--- config.mk ---
export PLATFORM = sky130hd
export DESIGN_NAME = lnat_horner_stage
export DESIGN_NICKNAME = d
export VERILOG_FILES = /design/src/rtl/lnat_horner_stage.sv
export SDC_FILE = /design/constraint.sdc
export NUM_CORES = 1
export LEC_CHECK = 0
export ABC_AREA = 1
export BUFFER_PORTS_ARGS = -buffer_cell sky130_fd_sc_hd__buf_2
export CORE_MARGIN = 2
export CORE_UTILIZATION = 55
export DETAILED_ROUTE_END_ITERATION = 8
export MAX_ROUTING_LAYER = met4
export PLACE_DENSITY = 0.73
export SYNTH_ARGS = -nofsm -noshare
export SYNTH_HDL_FRONTEND = slang
export SYNTH_SLANG_ARGS = --single-unit
--- constraint.sdc ---
create_clock -name clk -period 5.9 [get_ports clk]
set_input_delay 1.18 -clock clk [delete_from_list [all_inputs] [get_ports clk]]
set_output_delay 1.18 -clock clk [all_outputs]
set_load 0.02 [all_outputs]
--- src/rtl/lnat_horner_stage.sv ---
// ----------------------------------------------------------------------------
// lnat_horner_stage
// One Horner step of the series: s = c + floor(t2 * s / 2^F).
// ----------------------------------------------------------------------------
module lnat_horner_stage #(
	parameter int unsigned FRAC_BITS = 24,
	parameter int unsigned DIVISOR   = 3
) (
	input  logic                 clk,
	input  logic                 arst_n,
	input  logic                 up_valid,
	output logic                 up_stall,
	input  logic [FRAC_BITS-1:0] t_up,
	input  logic [FRAC_BITS-1:0] t2_up,
	input  logic [FRAC_BITS+1:0] s_up,
	output logic                 dn_valid,
	input  logic                 dn_stall,
	output logic [FRAC_BITS-1:0] t_dn,
	output logic [FRAC_BITS-1:0] t2_dn,
	output logic [FRAC_BITS+1:0] s_dn
);

	localparam int unsigned S_BITS = FRAC_BITS + 2;
	localparam int unsigned P_BITS = FRAC_BITS + S_BITS;
	localparam logic [S_BITS-1:0] COEF = S_BITS'((64'd1 << FRAC_BITS) / DIVISOR);

	logic                 valid_s1;
	logic [FRAC_BITS-1:0] t_s1;
	logic [FRAC_BITS-1:0] t2_s1;
	logic [S_BITS-1:0]    s_s1;
	logic [P_BITS-1:0]    prod;
	logic [S_BITS-1:0]    s_next;

	assign prod   = P_BITS'(t2_up) * P_BITS'(s_up);
	assign s_next = COEF + prod[P_BITS-1:FRAC_BITS];

	assign up_stall = valid_s1 & dn_stall;

	always_ff @(posedge clk or negedge arst_n) begin
		if (!arst_n) begin
			valid_s1 <= 1'b0;
		end else if (!up_stall) begin
			valid_s1 <= up_valid;
		end
	end

	always_ff @(posedge clk) begin
		if (up_valid && !up_stall) begin
			t_s1  <= t_up;
			t2_s1 <= t2_up;
			s_s1  <= s_next;
		end
	end

	assign dn_valid = valid_s1;
	assign t_dn     = t_s1;
	assign t2_dn    = t2_s1;
	assign s_dn     = s_s1;

endmodule

Word-level counts from Yosys, hierarchy flattened. Index checks and enable logic that the tools add are counted.

Add/subtract/negate cells: 1. Reduce and logical (&&, ||, !) cells: 2. Bitwise operators: 1. Multiply operators: 1.

Operators by type and width (count): multiplier 24 x 26 -> 50 bit (1); adder 23 x 26 -> 26 bit, first input constant (1); AND 1 bit (1); logical AND 1 bit (1); logical NOT 1 bit (1).

Output and inout port bits: 76. Register bits: 75.

Logic depth before layout (Yosys ltp).
Depth in word-level cells: 3. Mapped depth: 42. Depth with buffers taken out: 40.

Least setup slack after synthesis. OpenSTA, ideal clock, no wires.

Kind: input to register. Start point: input t2_up[9]. End point: register s_s1[14], in the netlist s_dn[14], data pin. Setup slack: -1.783 ns. Data required time: 5.640 ns. Setup time: 0.260 ns. Arrival time: 7.423 ns. Cell stages on the path: 35. Path through: clkbuf_1 > clkbuf_1 > nand2_1 > fa_1 > fa_1 > inv_1 > fa_1 > inv_1 > fa_1 > inv_1 > fa_1 > fa_1 > inv_1 > fa_1 > inv_1 > ha_1 > nand2_1 > nor2_1 > nand2_1 > nor2_1 > nand2_1 > nand2_1 > nand2_1 > nand2_1 > inv_1 > ha_1 > inv_1 > nand3_1 > nand2_1 > nand2_1 > nand2_1 > nor2_1 > nand2_1 > nand3_1 > xor2_1.

Cells in the longest elaborated chain, start to end: 2.

Ends and longest elaborated chain: start, declared (RTL line 14) `input logic [FRAC_BITS-1:0] t2_up,`; multiplier 24 x 26 -> 50 bit (RTL line 34) `assign prod = P_BITS'(t2_up) * P_BITS'(s_up);`; adder 23 x 26 -> 26 bit (RTL line 35) `assign s_next = COEF + prod[P_BITS-1:FRAC_BITS];`; net s_next[14] (RTL line 32) `logic [S_BITS-1:0] s_next;`; end signal, assigned (RTL line 51) `s_s1 <= s_next;`; end, declared (RTL line 30) `logic [S_BITS-1:0] s_s1;`.

The timed path passes the listed nets, and every way through them passes these cells. A chain may end at the register's enable or synchronous reset.

Worst setup path in the final report.
Start point: input t2_up[4]. End point: register s_s1[18], in the netlist s_dn[18], data pin.

The elaborated chain is that of the path after synthesis.

==> impl_metrics.tcl <==
set metrics [dict create \
    final_cells 4367 \
    pre_cts_ws_ns -1.99 \
    setup_tns_ns -31.82 \
    core-area_sq_mm 0.0453 \
    critical_path_arrival_ns 7.45 \
    cp-end-kind "flip-flop" \
    cts_tree "done" \
    nFillCells 3451 \
    rsz0062_at_grt "yes" \
    ys_top_cells_by_area "fa_1 42%, inv_1 16%, nand2_1 15%" \
    antenna_cells 0 \
    violations "setup timing" \
    syn_nets 4110 \
    maxSlewHeadroom_pct 67.3 \
    clk_pin_slew_ns 0.06 \
    dieArea_sq_mm 0.0475 \
    max_stage_delay_ns 0.56 \
    crit_type "input port to flip-flop" \
    dp.cells 4277 \
    htree_levels 3 \
    first_iter_violations 1520 \
    port_buffers 153 \
    cp-start-kind "input port" \
    synth_area_sq_mm 0.0252 \
    clockRootBuffer "clkbuf_16" \
    grt_pass1_vias 23100 \
    grt_util_met2_pct 55.1 \
    worst_slack_ns -1.42 \
    num_rows 78 \
    drc 0 \
    path_delay_family "adder cells" \
    ys_types 35 \
    die_h_microns 218 \
    hold_class "flip-flop to flip-flop" \
    async_reset_ff_share_pct 1.33 \
    cts_buffer_depth 2 \
    drive_above_1_share_pct 27.5 \
    critPathSlowestCell "fa_2" \
    yosysMostFrequentCell "inv_1" \
    yosysTopAreaCell "fa_1" \
    finalHoldViolCount 0 \
    synth_flop_cell "edfxtp_1" \
    areaGrowthSynthToFinish_pct 29.2 \
    synthTopCellsByCount "1,041 x inv_1, 1,020 x nand2_1, 525 x fa_1" \
    setup_viol 26 \
    top_usage_layer "met2" \
    worstMarginPinSlew_ns 0.490 \
    synth-seq-area-share_pct 8.93 \
    ys_warn_count 0 \
    period_minus_slack_ns 7.32 \
    grtUsageTotal_pct 32.2 \
    fin_skew_ns 0.0131 \
    die_x_microns 218 \
    ctsHoldBuffers 0 \
    synth.avg_cell_area_sq_um 7.54 \
    drt_pass1_iterations 8 \
    num_vias 22100 \
    crit_buf_inv 11 \
    clock_sinks 75 \
    grt_max_degree 35 \
    synth_seq_cells 75 \
    critPathMaxFanout 8 \
    period_share_pct 124 \
    cp.required_ns 6.03 \
    maxCapViolCount 0 \
    cts_made_buffers 9 \
    place_hpwl_microns 57500 \
    met3_usage_pct 4.03 \
    ant_nets 0 \
    status "finished with violations" \
    synth_top_cell_area_share_pct 41.8 \
    grt_pass1_wl_microns 116000 \
    routedWlPerCell_microns 16.2 \
    max_freq_mhz 137 \
    via_per_inst 5.07 \
    gp_congestion 0.966 \
    antenna_found_initial 0 \
    final_max_slew_viol_count 0 \
    start_util_pct 55.5 \
    grt.overflow.total 0 \
    routed_wl_microns 70600 \
    cp_common_cell "fa_1" \
    pin_count 154 \
    clk_latency_ns 0.39 \
    syn-instance-count 3334 \
    use_met1_pct 39.2 \
    synth-edff-count 74 \
    final_nets 4538 \
]
## cells by family after synthesis
group / Yosys count / share of synthesized area (%)
buffers and inverters: 1172 / 17.5
adders and majority gates: 698 / 50.4
AOI/OAI and AO/OA: 89 / 1.94
DFF: 75 / 8.93
xor gates and xnor gates: 21 / 0.731
and+or+nand+nor: 1279 / 20.5
## area by class of cell
cell class | count | area (sq um) | share of cell area [%]
Timing Repair Buffer | 541 | 4630 | 14.2
Sequential cell | 75 | 2250 | 6.91
Clock buffer | 12 | 256 | 0.789
Multi-Input combinational cell | 2087 | 20600 | 63.5
Inverter | 1048 | 3950 | 12.1
Clock inverter | 4 | 33.8 | 0.104
Tap cell | 600 | 751 | 2.31
## path summary, 6_finish.rpt
kind | start | endpoint | slack [ns] | depth (start not counted)
setup reg to reg | dn_valid | s_dn[25] | 4.15 | 4
setup / recovery | t2_up[4] | s_dn[18] | -1.42 | 33
max in group asynchronous | arst_n | dn_valid | 5.25 | 1
hold reg to reg | dn_valid | dn_valid | 0.49 | 2
min in group asynchronous | arst_n | dn_valid | 0.56 | 1
hold / removal | dn_valid | dn_valid | 0.49 | 2
## layout by cell type, fill, tap and decap left out, types with 6 or more instances in the layout
cell and count:
a21oi_1 18, a21oi_2 16, a21oi_4 17, buf_12 33, buf_2 110, buf_4 316
buf_6 63, buf_8 15, clkbuf_16 9, edfxtp_1 74, fa_1 500, fa_2 25
ha_1 147, ha_4 24, inv_1 985, inv_2 58, nand2_1 854, nand2_2 140
nand2_4 49, nand3_1 39, nand3_2 27, nand3_4 9, nand3b_1 7, nand4_1 18
nor2_1 40, nor2_2 25, nor2_4 57, o21ai_0 8, o21ai_4 6, o21bai_1 6
xor2_1 16
## worst register-to-register path, cell delays in order, from the launching register on
cell and delay (ns):
dfrtp_1 0.37, nand2_1 0.08, inv_1 0.07, nor2_4 0.33, buf_4 0.50
## metal layers
layer	vias up	wire, microns
met5	-	0
met4	0	2950
met3	193	4580
met2	871	36300
met1	10900	26800
li1	10200	-
## metrics by stage
stage / hold slack (ns) / instance area [sq um] / utilization, %
floorplan: 0.600 / 26200 / -
global placement: 0.475 / 29400 / 65.0
detailed placement: 0.481 / 29400 / 65.0
CTS: 0.498 / 31600 / 69.7
global route: 0.532 / 32500 / 71.8
finish: 0.492 / 32500 / 71.8
## registers in the layout, summed over array words and instances, names as in the netlist
signal,flops
t2_dn,24
t_dn,24
s_dn,26
dn_valid,1
## what timing repair did
item,CTS,global route
gates resized for setup,419,195
pin swaps,148,117
setup endpoints to repair,26,26
endpoints found under the hold margin,0,0
setup buffers,49,22
cloned,4,0
Power is not shown: default switching activity piles up to over one toggle a cycle in this logic, so the estimate is an artifact.
