<file path="config.mk">
export PLATFORM = sky130hd
export DESIGN_NAME = lnat_div_stage
export DESIGN_NICKNAME = d
export VERILOG_FILES = /design/src/rtl/lnat_div_stage.sv
export SDC_FILE = /design/constraint.sdc
export NUM_CORES = 1
export LEC_CHECK = 0
export BUFFER_PORTS_ARGS = -buffer_cell sky130_fd_sc_hd__buf_2
export CAP_MARGIN = 20
export CORE_ASPECT_RATIO = 1.2
export CORE_MARGIN = 1
export CORE_UTILIZATION = 44
export CTS_CLUSTER_SIZE = 10
export DETAILED_ROUTE_END_ITERATION = 16
export PLACE_DENSITY = 0.77
export SYNTH_ARGS = -nofsm -noshare
export SYNTH_HDL_FRONTEND = slang
export SYNTH_SLANG_ARGS = --single-unit
</file>
<file path="constraint.sdc">
create_clock -name clk -period 3.22 [get_ports clk]
set_input_delay 0.483 -clock clk [delete_from_list [all_inputs] [get_ports clk]]
set_output_delay 0.483 -clock clk [all_outputs]
set_load 0.01 [all_outputs]
</file>
<file path="src/rtl/lnat_div_stage.sv">
// ----------------------------------------------------------------------------
// lnat_div_stage
// One restoring division step: yields one quotient bit per register stage.
// ----------------------------------------------------------------------------
module lnat_div_stage #(
	parameter int unsigned Y_BITS    = 16,
	parameter int unsigned FRAC_BITS = 24
) (
	input  logic                 clk,
	input  logic                 arst_n,
	input  logic                 up_valid,
	output logic                 up_stall,
	input  logic [Y_BITS:0]      rem_up,
	input  logic [Y_BITS:0]      den_up,
	input  logic [FRAC_BITS-1:0] quot_up,
	output logic                 dn_valid,
	input  logic                 dn_stall,
	output logic [Y_BITS:0]      rem_dn,
	output logic [Y_BITS:0]      den_dn,
	output logic [FRAC_BITS-1:0] quot_dn
);

	logic                 valid_s1;
	logic [Y_BITS:0]      rem_s1;
	logic [Y_BITS:0]      den_s1;
	logic [FRAC_BITS-1:0] quot_s1;
	logic [Y_BITS+1:0]    two_rem;
	logic [Y_BITS+2:0]    diff;
	logic                 ge;

	assign two_rem = {rem_up, 1'b0};
	assign diff    = {1'b0, two_rem} - (Y_BITS+3)'(den_up);
	assign ge      = ~diff[Y_BITS+2];

	assign up_stall = valid_s1 & dn_stall;

	always_ff @(posedge clk or negedge arst_n) begin
		if (!arst_n) begin
			valid_s1 <= 1'b0;
		end else if (!up_stall) begin
			valid_s1 <= up_valid;
		end
	end

	always_ff @(posedge clk) begin
		if (up_valid && !up_stall) begin
			rem_s1  <= ge ? diff[Y_BITS:0] : two_rem[Y_BITS:0];
			den_s1  <= den_up;
			quot_s1 <= {quot_up[FRAC_BITS-2:0], ge};
		end
	end

	assign dn_valid = valid_s1;
	assign rem_dn   = rem_s1;
	assign den_dn   = den_s1;
	assign quot_dn  = quot_s1;

endmodule

</file>
=== Word level (Yosys, flattened, before mapping) ===
Index checks and enable logic that the tools add are counted.

* Word-level logic and storage cells: 11
* Bits of input ports: 62
* Bits in registers: 59

* Add/subtract/negate cells: 1
* Reductions and logical operators: 2
* Bitwise gates (word level): 2
* Mux-type cells: 1

{| class="wikitable"
|+ Operators by type and width
! kind !! number
|-
| subtractor 18 x 17 -> 19 bit || 1
|-
| 2-to-1 mux 17 bit || 1
|-
| AND 1 bit || 1
|-
| logical AND 1 bit || 1
|-
| logical NOT 1 bit || 1
|-
| NOT 1 bit || 1
|}

=== Depth between registers and ports, before layout ===
* Word-level depth: 3
* Gate-level depth with buffers: 10
* Mapped depth without buffers: 8

=== Worst setup path before layout ===
OpenSTA, ideal clock, no wires.

* Kind: input to register
* Start: input port dn_stall
* End: register den_s1[0], in the netlist den_dn[0], enable pin
* Arrival: 3.260 ns
* Cell stages on the path: 2
* Buffers on the path: 0
* Setup time: 0.481 ns
* Path slack: -0.521 ns
* Data required time: 2.739 ns
* Cell sequence: and2_1 > nor2b_1

* Word-level cells in the longest chain between the ends: 3

{| class="wikitable"
|+ Ends and longest elaborated chain
! what !! RTL line !! text
|-
| start: declaration || 17 || <nowiki>input logic dn_stall,</nowiki>
|-
| AND 1 bit || 35 || <nowiki>assign up_stall = valid_s1 & dn_stall;</nowiki>
|-
| logical NOT 1 bit || 46 || <nowiki>if (up_valid && !up_stall) begin</nowiki>
|-
| logical AND 1 bit || 46 ||
|-
| end signal: assignment || 48 || <nowiki>den_s1 <= den_up;</nowiki>
|-
| end: declaration || 25 || <nowiki>logic [Y_BITS:0] den_s1;</nowiki>
|}

Every way passes these cells.
A chain may end at the register's enable or synchronous reset.

=== Final worst setup path ===
* Start: input port rem_up[2]
* End: register rem_s1[6], in the netlist rem_dn[6] (data pin)

* Word-level cells in the longest chain between the ends: 2

{| class="wikitable"
|+ Ends and longest elaborated chain
! what !! RTL line !! text
|-
| start: declaration || 13 || <nowiki>input logic [Y_BITS:0] rem_up,</nowiki>
|-
| subtractor 18 x 17 -> 19 bit || 32 || <nowiki>assign diff = {1'b0, two_rem} - (Y_BITS+3)'(den_up);</nowiki>
|-
| 2-to-1 mux 17 bit || 47 || <nowiki>rem_s1 <= ge ? diff[Y_BITS:0] : two_rem[Y_BITS:0];</nowiki>
|-
| end signal: assignment || 47 ||
|-
| end: declaration || 24 || <nowiki>logic [Y_BITS:0] rem_s1;</nowiki>
|}

Every way passes these cells.

==> metrics.txt <==
area of the multi-input gates=0.00113 mm²; Tmin final=2.57 ns; Critical Path Sink Type=register; Die W=between 70 and 80 µm; worst hold path class=in2reg; startpoint types=input pin; post-synth top area share=57.7%; Gate Count Post-Synth=226; Post-synth EDFFs=between 50 and 60; clock sink count=59; source of the worst hold timing path=quot_up[11]; power per cell area=487 mW/mm²; largest delay contributor family on the critical path=compound AO/OA/AOI/OAI gates; met3 GRT Util=about 5.6%; setup repair after global routing missed its margin=no; crit path max fanout=18; via count=about 2300; Worst EP required=3.31 ns; FF/Latch Area=between 0.0015 and 0.002 mm²; CTS H-tree lvls=3; top cells by area, synth=edfxtp_1 (58%), ha_1 (6.6%), inv_1 (3.0%), mux2_2 (3.0%), a21oi_1 (2.3%); Worst R2R Start=dn_valid$_DFFE_PN0N_; Inserted Clock Buffers=9; Seq/Total Area, Yosys=about 59%; Clock Skew=0.00433 ns; routing usage on met1=21.7%; # IOs=about 120; Placer Congestion=0.794; crit path kind=in2reg; mean post-synth cell area=13.4 µm²; Post-Syn Area=between 0.003 and 0.004 mm²; slew margin rel.=between 50% and 60%; drt via density=5.09; MaxCap Viol Count=0; Iter 0 DRT Violations=90; final period utilization=about four fifths; Mapped Nets=305; Reg2Reg Setup Slack=1.56 ns; final hold vios=0; Routed Antenna Nets=0; first-pass GRT wire length=between 10 and 15 mm; largest net degree at the start of global routing=slightly below 60; Nets=~440; most frequent cell after synthesis=edfxtp_1; Core Util, Final=59.7%; FF-to-FF path depth=3; #FFs+latches synth=between 50 and 60; worst skew pair latency=0.34 ns; fillcell total=around 530; Least-Margin Pin Slew=a little over 0.7 ns; Top FF cell, synth=edfxtp_1; CP cell instances=buf_2 > ha_1 > o211ai_2 > a21oi_2 > o21bai_2 > o211ai_4 > a21oi_4 > mux2_2; IO buf count=120; 1st-pass router iterations=4; slowest stage delay, CP=0.59 ns; initial core utilization=46.2%; FFs w/ async S/R, synth=1.69%; row cnt=32; post-synth top area cell=edfxtp_1; design area=0.00390 mm²; Worst Hold Path EP=quot_dn[12]$_DFFE_PP_; CTS tree=yes; DP Wirelength=4.76 mm; worst ir drop on vdd=around 240 µV; layout cell share with drive strength beyond 1=43.8%; area growth from synthesis to final layout=29.1%; synth cell count leaders=edfxtp_1 (58), inv_1 (24), ha_1 (16), a21oi_1 (14), nand2_1 (11); global route hottest layer=met2; Setup Buffers After CTS=0; core area=around 0.0065 mm²; root buffer cell=clkbuf_8; critical path's slowest cell=a21oi_4; Total Routing Usage GR=18.6%; drt total wl=6.23 mm; Post-Place Cell Area=0.00372 mm²; final routed DRC violation total=0; Routed WL per cell=between 10 and 15 µm; die area=0.00720 mm²; initial antenna violation count=0; CTS max path bufs=2; Leak=around 1.8 nW; grt total ovfl=0; pins over their slew limit=0; Die Ht=about 93 µm; Diodes inserted=0; clock transition at the registers of the reported paths=0.07 ns; number of global-route vias before repair=2238; crit path from=rem_up[2]; global-route met2 utilization=between 30 and 40%; reg2reg end=den_dn[7]$_DFFE_PP_; setup violators final=0; hold depth=1; Yosys cell types=48; CP Buf/Inv Count=1; Synth Warn #=0; Sum Neg Setup Slack=0 ns; achievable frequency=~0.39 GHz; crit path DAT=2.65 ns; status=complete, no violations
==> layout make-up <==
cell class	count	area share, %
Tap cell	85	2.73
Sequential cell	59	45.3
Inverter	24	2.31
Clock inverter	7	1.16
Timing Repair Buffer	124	16.2
Clock buffer	9	3.18
Multi-Input combinational cell	140	29.1
==> flip-flops by register name (all words and copies together), names as in the netlist <==
| register | cells |
|---|---|
| dn_valid | 1 |
| rem_dn | 17 |
| quot_dn | 24 |
| den_dn | 17 |
==> where the power goes <==
part           switching [mW]  total, mW  leakage, nW  internal [mW]
clock network           0.295      0.569       0.0787          0.274
registers              0.0119      0.928        0.563          0.916
logic                   0.213      0.402         1.11          0.189
==> how the worst max path moves through the flow <==
stage                           to  cells after the start  slack, ns
6_report       rem_dn[6]$_DFFE_PP_                      8       0.65
5_1_grt        rem_dn[7]$_DFFE_PP_                      9       0.56
4_1_cts        rem_dn[6]$_DFFE_PP_                      8       0.65
3_5_place_dp   rem_dn[6]$_DFFE_PP_                      8       0.29
3_3_place_gp   rem_dn[3]$_DFFE_PP_                      9       0.30
2_1_floorplan  den_dn[0]$_DFFE_PP_                      2       0.60
==> timing repair <==
item                                   in CTS  in global routing
hold buffers                                1                  0
endpoints found under the hold margin       1                  0
resized for setup                           0                  0
==> cells in the final DEF (no fill, tap or decap), types with 8 or more instances in the layout <==
cell	Yosys	layout
buf_2	0	120
edfxtp_1	58	58
inv_1	24	24
ha_1	16	16
a21oi_1	14	14
nand2_1	11	11
nor2_1	9	9
clkbuf_8	0	9
a21o_1	8	8
xnor2_1	8	8
mux2_2	8	8
==> per-layer routing <==
layer | wire length (µm) | vias to the layer above
li1 | - | 1107
met1 | 2580 | 1074
met2 | 3170 | 90
met3 | 393 | 9
met4 | 89 | 0
met5 | 0 | -
==> metrics by stage <==
stage	setup WS [ns]	total power [mW]	hold slack, ns	instances
after floorplan	0.596	1.22	0.187	226
after global placement	0.302	1.33	0.258	431
after detailed placement	0.288	1.35	0.262	431
after CTS	0.647	1.92	0.298	448
after global routing	0.556	2.00	0.290	448
final	0.654	1.90	0.317	448
==> worst reg2reg max path, delay by kind of cell (launching register included) <==
family	cells	cell delay, ns
buffers and inverters	1	0.57
flip-flops	1	0.38
AND/OR/NAND/NOR	2	0.30
==> logic make-up (layout without fill, tap and decap cells) <==
logic type,after synthesis,after routing,share of synthesized area [%]
DFF,59,59,58.5
AOI/OAI and AO/OA,57,57,14.3
and+or+nand+nor,41,41,6.88
buffers and inverters,27,164,4.19
adders and majority gates,17,17,7.30
muxes,14,14,5.64
xor gates and xnor gates,11,11,3.19
Power figures use the tool's default switching activity.
